**src/design/poi_pkg.sv**
```systemverilog
// Shared types, constants and tables for the planar odometry integrator.
// Used by poi_cordic, poi_mul and planar_odometry_integrator_top.
package poi_pkg;

  localparam int POS_BITS_DEF   = 40;
  localparam int ANGLE_BITS_DEF = 32;

  // Sine/cosine datapath widths.
  localparam int CS_W   = 18;  // Q1.16 result, holds +-65536
  localparam int CXY_W  = 20;  // CORDIC x/y working registers
  localparam int CZ_W   = 32;  // CORDIC residual angle
  localparam int CITERS = 16;

  localparam logic signed [CXY_W-1:0] CORDIC_X0 = CXY_W'(39797);
  localparam logic signed [CS_W-1:0]  UNIT_Q16  = CS_W'(65536);

  // Shared multiplier operand widths.
  localparam int MUL_A_W = 34;
  localparam int MUL_B_W = 27;
  localparam int MUL_P_W = MUL_A_W + MUL_B_W;

  // round(2^24 * 8 / pi), converts Q.28 radians to a binary angle.
  localparam logic signed [MUL_B_W-1:0] HEAD_GAIN = MUL_B_W'(42722830);

  // Rounded position step in Q.16, taken from the Q.44 product.
  localparam int DELTA_W   = 24;
  localparam int DELTA_LSB = 28;

  typedef enum logic [3:0] {
    ST_IDLE,
    ST_CORDIC,
    ST_PA,
    ST_PB,
    ST_DX,
    ST_PC,
    ST_PD,
    ST_DY,
    ST_PR,
    ST_GN,
    ST_HD,
    ST_OUT
  } poi_state_e;

  // Arctangent of 2^-i as a 32-bit binary angle.
  function automatic logic signed [CZ_W-1:0] poi_atan(input logic [3:0] idx);
    logic signed [CZ_W-1:0] v;
    unique case (idx)
      4'd0:    v = 32'sh2000_0000;
      4'd1:    v = 32'sh12E4_051E;
      4'd2:    v = 32'sh09FB_385B;
      4'd3:    v = 32'sh0511_11D4;
      4'd4:    v = 32'sh028B_0D43;
      4'd5:    v = 32'sh0145_D7E1;
      4'd6:    v = 32'sh00A2_F61E;
      4'd7:    v = 32'sh0051_7C55;
      4'd8:    v = 32'sh0028_BE53;
      4'd9:    v = 32'sh0014_5F2F;
      4'd10:   v = 32'sh000A_2F98;
      4'd11:   v = 32'sh0005_17CC;
      4'd12:   v = 32'sh0002_8BE6;
      4'd13:   v = 32'sh0001_45F3;
      4'd14:   v = 32'sh0000_A2FA;
      4'd15:   v = 32'sh0000_517D;
      default: v = '0;
    endcase
    return v;
  endfunction

endpackage

```
**src/design/poi_cordic.sv**
```systemverilog
// Iterative CORDIC sine/cosine unit, one micro-rotation per cycle.
// Depends on poi_pkg for widths and the arctangent table.
module poi_cordic import poi_pkg::*; #(
  parameter int ANGLE_BITS = ANGLE_BITS_DEF
) (
  input  logic                   clk_i,
  input  logic                   rst_ni,
  input  logic                   start_i,
  input  logic [ANGLE_BITS-1:0]  angle_i,
  output logic                   done_o,
  output logic signed [CS_W-1:0] cos_o,
  output logic signed [CS_W-1:0] sin_o
);

  logic                    busy_q;
  logic                    done_q;
  logic [3:0]              iter_q;
  logic [1:0]              quad_q;
  logic signed [CXY_W-1:0] x_q, x_d;
  logic signed [CXY_W-1:0] y_q, y_d;
  logic signed [CZ_W-1:0]  z_q, z_d;

  logic [31:0]             h;
  logic [31:0]             h_bias;
  logic [1:0]              quad;
  logic signed [CXY_W-1:0] xs, ys;
  logic signed [CS_W-1:0]  xc, yc;

  // Fold the angle into the nearest quadrant so the rotation stays within +-45 degrees.
  assign h      = 32'(angle_i) << (32 - ANGLE_BITS);
  assign h_bias = h + 32'h2000_0000;
  assign quad   = h_bias[31:30];

  assign xs = x_q >>> iter_q;
  assign ys = y_q >>> iter_q;

  always_comb begin
    if (z_q >= 0) begin
      x_d = x_q - ys;
      y_d = y_q + xs;
      z_d = z_q - poi_atan(iter_q);
    end else begin
      x_d = x_q + ys;
      y_d = y_q - xs;
      z_d = z_q + poi_atan(iter_q);
    end
  end

  always_ff @(posedge clk_i or negedge rst_ni) begin
    if (!rst_ni) begin
      busy_q <= 1'b0;
      done_q <= 1'b0;
      iter_q <= '0;
    end else begin
      done_q <= 1'b0;
      if (start_i) begin
        busy_q <= 1'b1;
        iter_q <= '0;
      end else if (busy_q) begin
        iter_q <= iter_q + 4'd1;
        if (iter_q == 4'(CITERS - 1)) begin
          busy_q <= 1'b0;
          done_q <= 1'b1;
        end
      end
    end
  end

  always_ff @(posedge clk_i) begin
    if (start_i) begin
      x_q    <= CORDIC_X0;
      y_q    <= '0;
      z_q    <= $signed(h - {quad, 30'd0});
      quad_q <= quad;
    end else if (busy_q) begin
      x_q <= x_d;
      y_q <= y_d;
      z_q <= z_d;
    end
  end

  always_comb begin
    if (x_q > CXY_W'(UNIT_Q16)) begin
      xc = UNIT_Q16;
    end else if (x_q < -CXY_W'(UNIT_Q16)) begin
      xc = -UNIT_Q16;
    end else begin
      xc = CS_W'(x_q);
    end
    if (y_q > CXY_W'(UNIT_Q16)) begin
      yc = UNIT_Q16;
    end else if (y_q < -CXY_W'(UNIT_Q16)) begin
      yc = -UNIT_Q16;
    end else begin
      yc = CS_W'(y_q);
    end
    unique case (quad_q)
      2'd0: begin
        cos_o = xc;
        sin_o = yc;
      end
      2'd1: begin
        cos_o = -yc;
        sin_o = xc;
      end
      2'd2: begin
        cos_o = -xc;
        sin_o = -yc;
      end
      default: begin
        cos_o = yc;
        sin_o = -xc;
      end
    endcase
  end

  assign done_o = done_q;

endmodule

```
**src/design/poi_mul.sv**
```systemverilog
// Shared signed multiplier with a registered product.
// Depends on poi_pkg for the default operand widths.
module poi_mul import poi_pkg::*; #(
  parameter int A_W = MUL_A_W,
  parameter int B_W = MUL_B_W
) (
  input  logic                      clk_i,
  input  logic signed [A_W-1:0]     a_i,
  input  logic signed [B_W-1:0]     b_i,
  output logic signed [A_W+B_W-1:0] p_o
);

  logic signed [A_W+B_W-1:0] p_q;

  always_ff @(posedge clk_i) begin
    p_q <= (A_W+B_W)'(a_i) * (A_W+B_W)'(b_i);
  end

  assign p_o = p_q;

endmodule

```
**src/design/planar_odometry_integrator_top.sv**
```systemverilog
// Planar dead-reckoning odometry: sequencer, state registers and result register.
// Depends on poi_pkg, poi_cordic and poi_mul.
//
//   channel   signals                                        direction
//   in        in_valid_i, in_stall_o, vel_fwd_i, vel_side_i,  into block
//             yaw_rate_raw_i, elapsed_i
//   out       out_valid_o, out_stall_i, pos_x_o, pos_y_o,     out of block
//             heading_o, yaw_rate_used_o
//   cfg       cfg_we_i, cfg_wdata_i (rate deadband)           into block
//
// An item runs 16 CORDIC micro-rotations for the heading's sine and cosine, then
// eight steps of the one shared multiplier for both position steps and the heading
// step. The input is stalled while an item is in work.
// A finished result sits in the output register; the next item is accepted while
// it waits, and the sequencer only holds before loading the register again.
// Reset clears position and heading to zero and the deadband to 41.
module planar_odometry_integrator_top import poi_pkg::*; #(
  parameter int POS_BITS   = POS_BITS_DEF,
  parameter int ANGLE_BITS = ANGLE_BITS_DEF
) (
  input  logic                       clk_i,
  input  logic                       rst_ni,
  input  logic                       cfg_we_i,
  input  logic [14:0]                cfg_wdata_i,
  input  logic                       in_valid_i,
  output logic                       in_stall_o,
  input  logic signed [15:0]         vel_fwd_i,
  input  logic signed [15:0]         vel_side_i,
  input  logic signed [15:0]         yaw_rate_raw_i,
  input  logic [15:0]                elapsed_i,
  output logic                       out_valid_o,
  input  logic                       out_stall_i,
  output logic signed [POS_BITS-1:0] pos_x_o,
  output logic signed [POS_BITS-1:0] pos_y_o,
  output logic [ANGLE_BITS-1:0]      heading_o,
  output logic signed [15:0]         yaw_rate_used_o
);

  localparam int HEAD_SH = 56 - ANGLE_BITS;

  poi_state_e state_q, state_d;

  logic [14:0]                db_q;
  logic signed [POS_BITS-1:0] world_x_q, world_x_d;
  logic signed [POS_BITS-1:0] world_y_q, world_y_d;
  logic [ANGLE_BITS-1:0]      yaw_q, yaw_d;
  logic signed [15:0]         vf_q, vs_q, r_q;
  logic [15:0]                dt_q;
  logic signed [MUL_A_W-1:0]  acc_q;
  logic                       neg_q;
  logic                       out_valid_q;
  logic signed [POS_BITS-1:0] out_x_q, out_y_q;
  logic [ANGLE_BITS-1:0]      out_head_q;
  logic signed [15:0]         out_rate_q;

  logic                       in_acc;
  logic                       out_load;
  logic                       cordic_start;
  logic                       cordic_done;
  logic signed [CS_W-1:0]     cos_v, sin_v;
  logic signed [MUL_A_W-1:0]  mul_a;
  logic signed [MUL_B_W-1:0]  mul_b;
  logic signed [MUL_P_W-1:0]  prod;
  logic signed [MUL_A_W-1:0]  prod_lo;
  logic signed [MUL_B_W-1:0]  dt_b;
  logic signed [16:0]         r_ext, db_ext;
  logic signed [15:0]         r_used;
  logic signed [MUL_P_W-1:0]  prod_rnd;
  logic signed [DELTA_W-1:0]  delta;
  logic signed [POS_BITS-1:0] pos_cur;
  logic signed [POS_BITS:0]   pos_sum;
  logic signed [POS_BITS-1:0] pos_new;
  logic [MUL_P_W-1:0]         mag_rnd;
  logic [ANGLE_BITS-1:0]      head_step;

  assign in_stall_o = (state_q != ST_IDLE);
  assign in_acc     = in_valid_i && (state_q == ST_IDLE);

  // A raw rate strictly inside the deadband is taken as zero.
  assign r_ext  = 17'(yaw_rate_raw_i);
  assign db_ext = $signed({2'b00, db_q});
  assign r_used = ((r_ext > -db_ext) && (r_ext < db_ext)) ? 16'sd0 : yaw_rate_raw_i;

  assign cordic_start = in_acc;

  poi_cordic #(
    .ANGLE_BITS(ANGLE_BITS)
  ) u_cordic (
    .clk_i   (clk_i),
    .rst_ni  (rst_ni),
    .start_i (cordic_start),
    .angle_i (yaw_q),
    .done_o  (cordic_done),
    .cos_o   (cos_v),
    .sin_o   (sin_v)
  );

  poi_mul #(
    .A_W(MUL_A_W),
    .B_W(MUL_B_W)
  ) u_mul (
    .clk_i (clk_i),
    .a_i   (mul_a),
    .b_i   (mul_b),
    .p_o   (prod)
  );

  assign prod_lo = $signed(prod[MUL_A_W-1:0]);
  assign dt_b    = $signed({{(MUL_B_W-16){1'b0}}, dt_q});

  // Q.44 product rounded to Q.16 and added to the selected axis with saturation.
  assign prod_rnd = prod + MUL_P_W'(1 << (DELTA_LSB - 1));
  assign delta    = $signed(prod_rnd[DELTA_LSB +: DELTA_W]);
  assign pos_cur  = (state_q == ST_PC) ? world_x_q : world_y_q;
  assign pos_sum  = (POS_BITS+1)'(pos_cur) + (POS_BITS+1)'(delta);

  always_comb begin
    if (pos_sum[POS_BITS] != pos_sum[POS_BITS-1]) begin
      pos_new = pos_sum[POS_BITS] ? {1'b1, {(POS_BITS-1){1'b0}}}
                                  : {1'b0, {(POS_BITS-1){1'b1}}};
    end else begin
      pos_new = pos_sum[POS_BITS-1:0];
    end
  end

  // Heading step magnitude, rounded half up, then given the sign of the rate.
  assign mag_rnd   = prod + MUL_P_W'(64'd1 << (HEAD_SH - 1));
  assign head_step = neg_q ? (ANGLE_BITS'(0) - mag_rnd[HEAD_SH +: ANGLE_BITS])
                           : mag_rnd[HEAD_SH +: ANGLE_BITS];

  assign out_load = (state_q == ST_OUT) && (!out_valid_q || !out_stall_i);

  always_comb begin
    state_d   = state_q;
    mul_a     = '0;
    mul_b     = '0;
    world_x_d = world_x_q;
    world_y_d = world_y_q;
    yaw_d     = yaw_q;
    unique case (state_q)
      ST_IDLE: begin
        if (in_acc) begin
          state_d = ST_CORDIC;
        end
      end
      ST_CORDIC: begin
        if (cordic_done) begin
          state_d = ST_PA;
        end
      end
      ST_PA: begin
        mul_a   = MUL_A_W'(vf_q);
        mul_b   = MUL_B_W'(cos_v);
        state_d = ST_PB;
      end
      ST_PB: begin
        mul_a   = MUL_A_W'(vs_q);
        mul_b   = MUL_B_W'(sin_v);
        state_d = ST_DX;
      end
      ST_DX: begin
        mul_a   = acc_q - prod_lo;
        mul_b   = dt_b;
        state_d = ST_PC;
      end
      ST_PC: begin
        world_x_d = pos_new;
        mul_a     = MUL_A_W'(vf_q);
        mul_b     = MUL_B_W'(sin_v);
        state_d   = ST_PD;
      end
      ST_PD: begin
        mul_a   = MUL_A_W'(vs_q);
        mul_b   = MUL_B_W'(cos_v);
        state_d = ST_DY;
      end
      ST_DY: begin
        mul_a   = acc_q + prod_lo;
        mul_b   = dt_b;
        state_d = ST_PR;
      end
      ST_PR: begin
        world_y_d = pos_new;
        mul_a     = MUL_A_W'(r_q);
        mul_b     = dt_b;
        state_d   = ST_GN;
      end
      ST_GN: begin
        mul_a   = (prod_lo < 0) ? -prod_lo : prod_lo;
        mul_b   = HEAD_GAIN;
        state_d = ST_HD;
      end
      ST_HD: begin
        yaw_d   = yaw_q + head_step;
        state_d = ST_OUT;
      end
      ST_OUT: begin
        if (out_load) begin
          state_d = ST_IDLE;
        end
      end
      default: begin
        state_d = ST_IDLE;
      end
    endcase
  end

  always_ff @(posedge clk_i or negedge rst_ni) begin
    if (!rst_ni) begin
      state_q     <= ST_IDLE;
      db_q        <= 15'd41;
      world_x_q   <= '0;
      world_y_q   <= '0;
      yaw_q       <= '0;
      out_valid_q <= 1'b0;
    end else begin
      state_q   <= state_d;
      world_x_q <= world_x_d;
      world_y_q <= world_y_d;
      yaw_q     <= yaw_d;
      if (cfg_we_i) begin
        db_q <= cfg_wdata_i;
      end
      if (out_load) begin
        out_valid_q <= 1'b1;
      end else if (!out_stall_i) begin
        out_valid_q <= 1'b0;
      end
    end
  end

  always_ff @(posedge clk_i) begin
    if (in_acc) begin
      vf_q <= vel_fwd_i;
      vs_q <= vel_side_i;
      r_q  <= r_used;
      dt_q <= elapsed_i;
    end
    if (state_q == ST_PB || state_q == ST_PD) begin
      acc_q <= prod_lo;
    end
    if (state_q == ST_GN) begin
      neg_q <= (prod_lo < 0);
    end
    if (out_load) begin
      out_x_q    <= world_x_q;
      out_y_q    <= world_y_q;
      out_head_q <= yaw_q;
      out_rate_q <= r_q;
    end
  end

  assign out_valid_o     = out_valid_q;
  assign pos_x_o         = out_x_q;
  assign pos_y_o         = out_y_q;
  assign heading_o       = out_head_q;
  assign yaw_rate_used_o = out_rate_q;

endmodule

```
**config.mk**
```make
export PLATFORM = sky130hd
export DESIGN_NAME = planar_odometry_integrator_top
export DESIGN_NICKNAME = d
export VERILOG_FILES = /design/src/design/poi_pkg.sv /design/src/design/poi_cordic.sv /design/src/design/poi_mul.sv /design/src/design/planar_odometry_integrator_top.sv
export SDC_FILE = /design/constraint.sdc
export NUM_CORES = 2
export LEC_CHECK = 0
export BUFFER_PORTS_ARGS = -buffer_cell sky130_fd_sc_hd__clkbuf_2
export CAP_MARGIN = 25
export CORE_MARGIN = 2
export CORE_UTILIZATION = 25
export DETAILED_ROUTE_END_ITERATION = 7
export PLACE_DENSITY = 0.39
export REMOVE_ABC_BUFFERS = 1
export SLEW_MARGIN = 20
export SYNTH_ARGS = -nofsm -noshare
export SYNTH_HDL_FRONTEND = slang
export SYNTH_HIERARCHICAL = 1
export SYNTH_SLANG_ARGS = --single-unit
export TNS_END_PERCENT = 10
```
**constraint.sdc**
```tcl
create_clock -name clk_i -period 14.2 [get_ports clk_i]
set_input_delay 1.42 -clock clk_i [delete_from_list [all_inputs] [get_ports clk_i]]
set_output_delay 1.42 -clock clk_i [all_outputs]
set_load 0.03 [all_outputs]
```
==> out/metrics.yaml <==
worst_setup_path:
  cp.required_ns: 14.77
  reg2reg_depth: 38
  criticalPathCategory: "register to register"
  arrival_ns: 12.79
  rr_startpoint: "state_q[1]"
  worstPathMaxFanout: 16
  cp-start-kind: "register"
  r2r_slack_ns: 1.98
  crit_slowest_cell: "nor2_1"
  crit_top_cell: "fa_1"
  crit_path_end_kind: "register"
  worstSetupStartpoint: "state_q[1]"
  r2r_end: "u_mul/p_o[52]"
  slowest_delay_ns: 0.77
  cp-endpoint: "u_mul/p_o[52]"
place:
  hpwl_um: 172000
  gp_congestion: 0.840
  port_buffers: 213
job:
  drv_cap: 0
drt:
  viasPerCell: 4.73
  highest_layer: "met4"
  dr_wl_met3_um: 7410
  wl_met2_um: 109000
  wl_met1_um: 104000
  drcViolationCount: 0
  wl_um: 227000
  ant_nets: 0
  vias: 51900
  dr.pass1.iters: 6
  drt-initial-drc-count: 3260
  wire_per_inst_um: 20.7
global_routing:
  grtUsageTotal_pct: 16.6
  grt_pass1_vias: 54800
  grt_max_degree: 86
  grt_first_pass_wirelength_um: 348000
  grt.overflow.total: 0
  grt_antenna_before_repair: 11
status:
  status: "finished clean"
clock_tree:
  path_clk_slew_ns: 0.06
  clock_sinks: 495
  htree_levels: 2
  cts_hold_buffers: 0
  cts_tree: "yes"
  clock-root-buffer: "clkbuf_16"
  cts_setup_buffers: 0
  worst_skew_pair.late_latency_ns: 0.70
  cts_buffers: 60
  cts_repair_resize_count: 0
  clockBufferDepth: 3
timing:
  setup_viol_count_final: 0
  hold_viol_final: 0
  clock_skew_ns: 0.0344
  fin_crit_ns: 12.22
  setup-tns-final_ns: 0
  rsz0062_at_grt: "false"
  drv_slew: 0
  clock.fmax_mhz: 81.9
  worst_slew_pin_slew_ns: 1.09
  post-route-period-util_pct: 86.0
  relSlewSlack_pct: 27.3
die:
  ios: 214
  die_area_mm2: 0.271
  coreArea_mm2: 0.265
  start_util_pct: 25.2
  dieHeight_um: 521
  die_w_um: 521
  num_rows: 189
layout:
  multi_input_area_mm2: 0.0481
  drive_gt1_share_pct: 8.53
  fillers: 28300
  syn_to_final_growth_pct: 10.7
  nets: 8764
  register_area_mm2: 0.0132
synth:
  synth_area_mm2: 0.0667
  yosysWarnings: 6
  syn-instance-count: 7402
  avgSynthCellArea_um2: 9.02
hold_path:
  hp-class: "register to register"
-- area by class of cell --
cell class	count	share of cell area [%]
diodes	2	0.00677
clock buffers	83	2.38
clock inverters	30	0.415
inverters	1048	5.32
multi-input cells	5436	65.1
flip-flops and latches	495	17.9
well taps	3533	5.98
repair buffers	343	2.87
-- placed cells by master, fill, tap and decap left out, types with 44 or more instances in the layout --
cell	count
a21oi_1	293
xnor2_1	242
fa_1	901
and2_1	418
dfxtp_1	95
o21ai_0	348
nand2_1	1086
nor2_1	311
clkbuf_2	213
dfrtp_1	131
ha_1	395
inv_1	1039
o21bai_1	47
mux2i_1	60
mux4_2	45
buf_4	124
o21a_1	58
xor2_1	177
o31ai_1	49
nor3_1	74
nand4_1	53
clkbuf_16	63
nand2b_1	44
nand3_1	91
edfxtp_1	261
a21o_1	100
-- critical path, delay by kind of cell, from the launching register on --
| family | cells | cell delay, ns |
|---|---|---|
| flip-flops | 1 | 0.59 |
| AND/OR/NAND/NOR | 10 | 2.14 |
| buffers and inverters | 5 | 0.54 |
| XOR/XNOR | 3 | 0.44 |
| AO/OA/AOI/OAI | 11 | 3.98 |
| adder cells (fa/ha/maj) | 9 | 4.38 |
-- how the worst min path moves through the flow --
stage / start / endpoint / slack, ns / cells past startpoint
final: r_q[8] / yaw_rate_used_o[8] / 0.46 / 0
after global routing: r_q[10] / yaw_rate_used_o[10] / 0.47 / 0
after CTS: r_q[10] / yaw_rate_used_o[10] / 0.45 / 0
after detailed placement: r_q[4] / yaw_rate_used_o[4] / 0.44 / 0
after global placement: r_q[13] / yaw_rate_used_o[13] / 0.43 / 0
after floorplan: r_q[10] / yaw_rate_used_o[10] / 0.43 / 0
-- metal layers --
metal | vias to the layer above | GRT usage, %
met2 | 1015 | 28.6
li1 | 24200 | -
met3 | 189 | 1.17
met1 | 26600 | 22.6
met5 | - | 0
met4 | 0 | 3.99
-- metrics by stage --
stage / setup WS [ns] / hold WS, ns / std cells / util [%] / area (µm²)
2_1_floorplan: 1.34 / 0.425 / 6979 / - / 65000
3_3_place_gp: 1.77 / 0.432 / 10900 / 27.0 / 71700
3_5_place_dp: 1.79 / 0.438 / 10900 / 27.0 / 71800
4_1_cts: 1.72 / 0.455 / 11000 / 27.8 / 73800
5_1_grt: 1.33 / 0.469 / 11000 / 27.8 / 73900
6_report: 1.98 / 0.458 / 11000 / 27.8 / 73900
-- state kept, by name, summed over array words and instances (netlist names) --
register	count
yaw_q	32
u_cordic/iter_q	4
u_cordic/y_q	20
state_q	4
out_valid_o	1
world_y_q	40
heading_o	32
u_cordic/x_q	20
acc_q	34
r_q	16
world_x_q	40
vf_q	16
u_cordic/quad_q	2
pos_y_o	40
u_cordic/z_q	32
db_q	15
u_cordic/busy_q	1
u_cordic/done_o	1
dt_q	16
pos_x_o	40
neg_q	1
u_mul/p_o	56
yaw_rate_used_o	16
vs_q	16
Power is left out: the tool's default activity adds up to more than one toggle a clock period on the data nets, which glitch-free logic cannot reach.
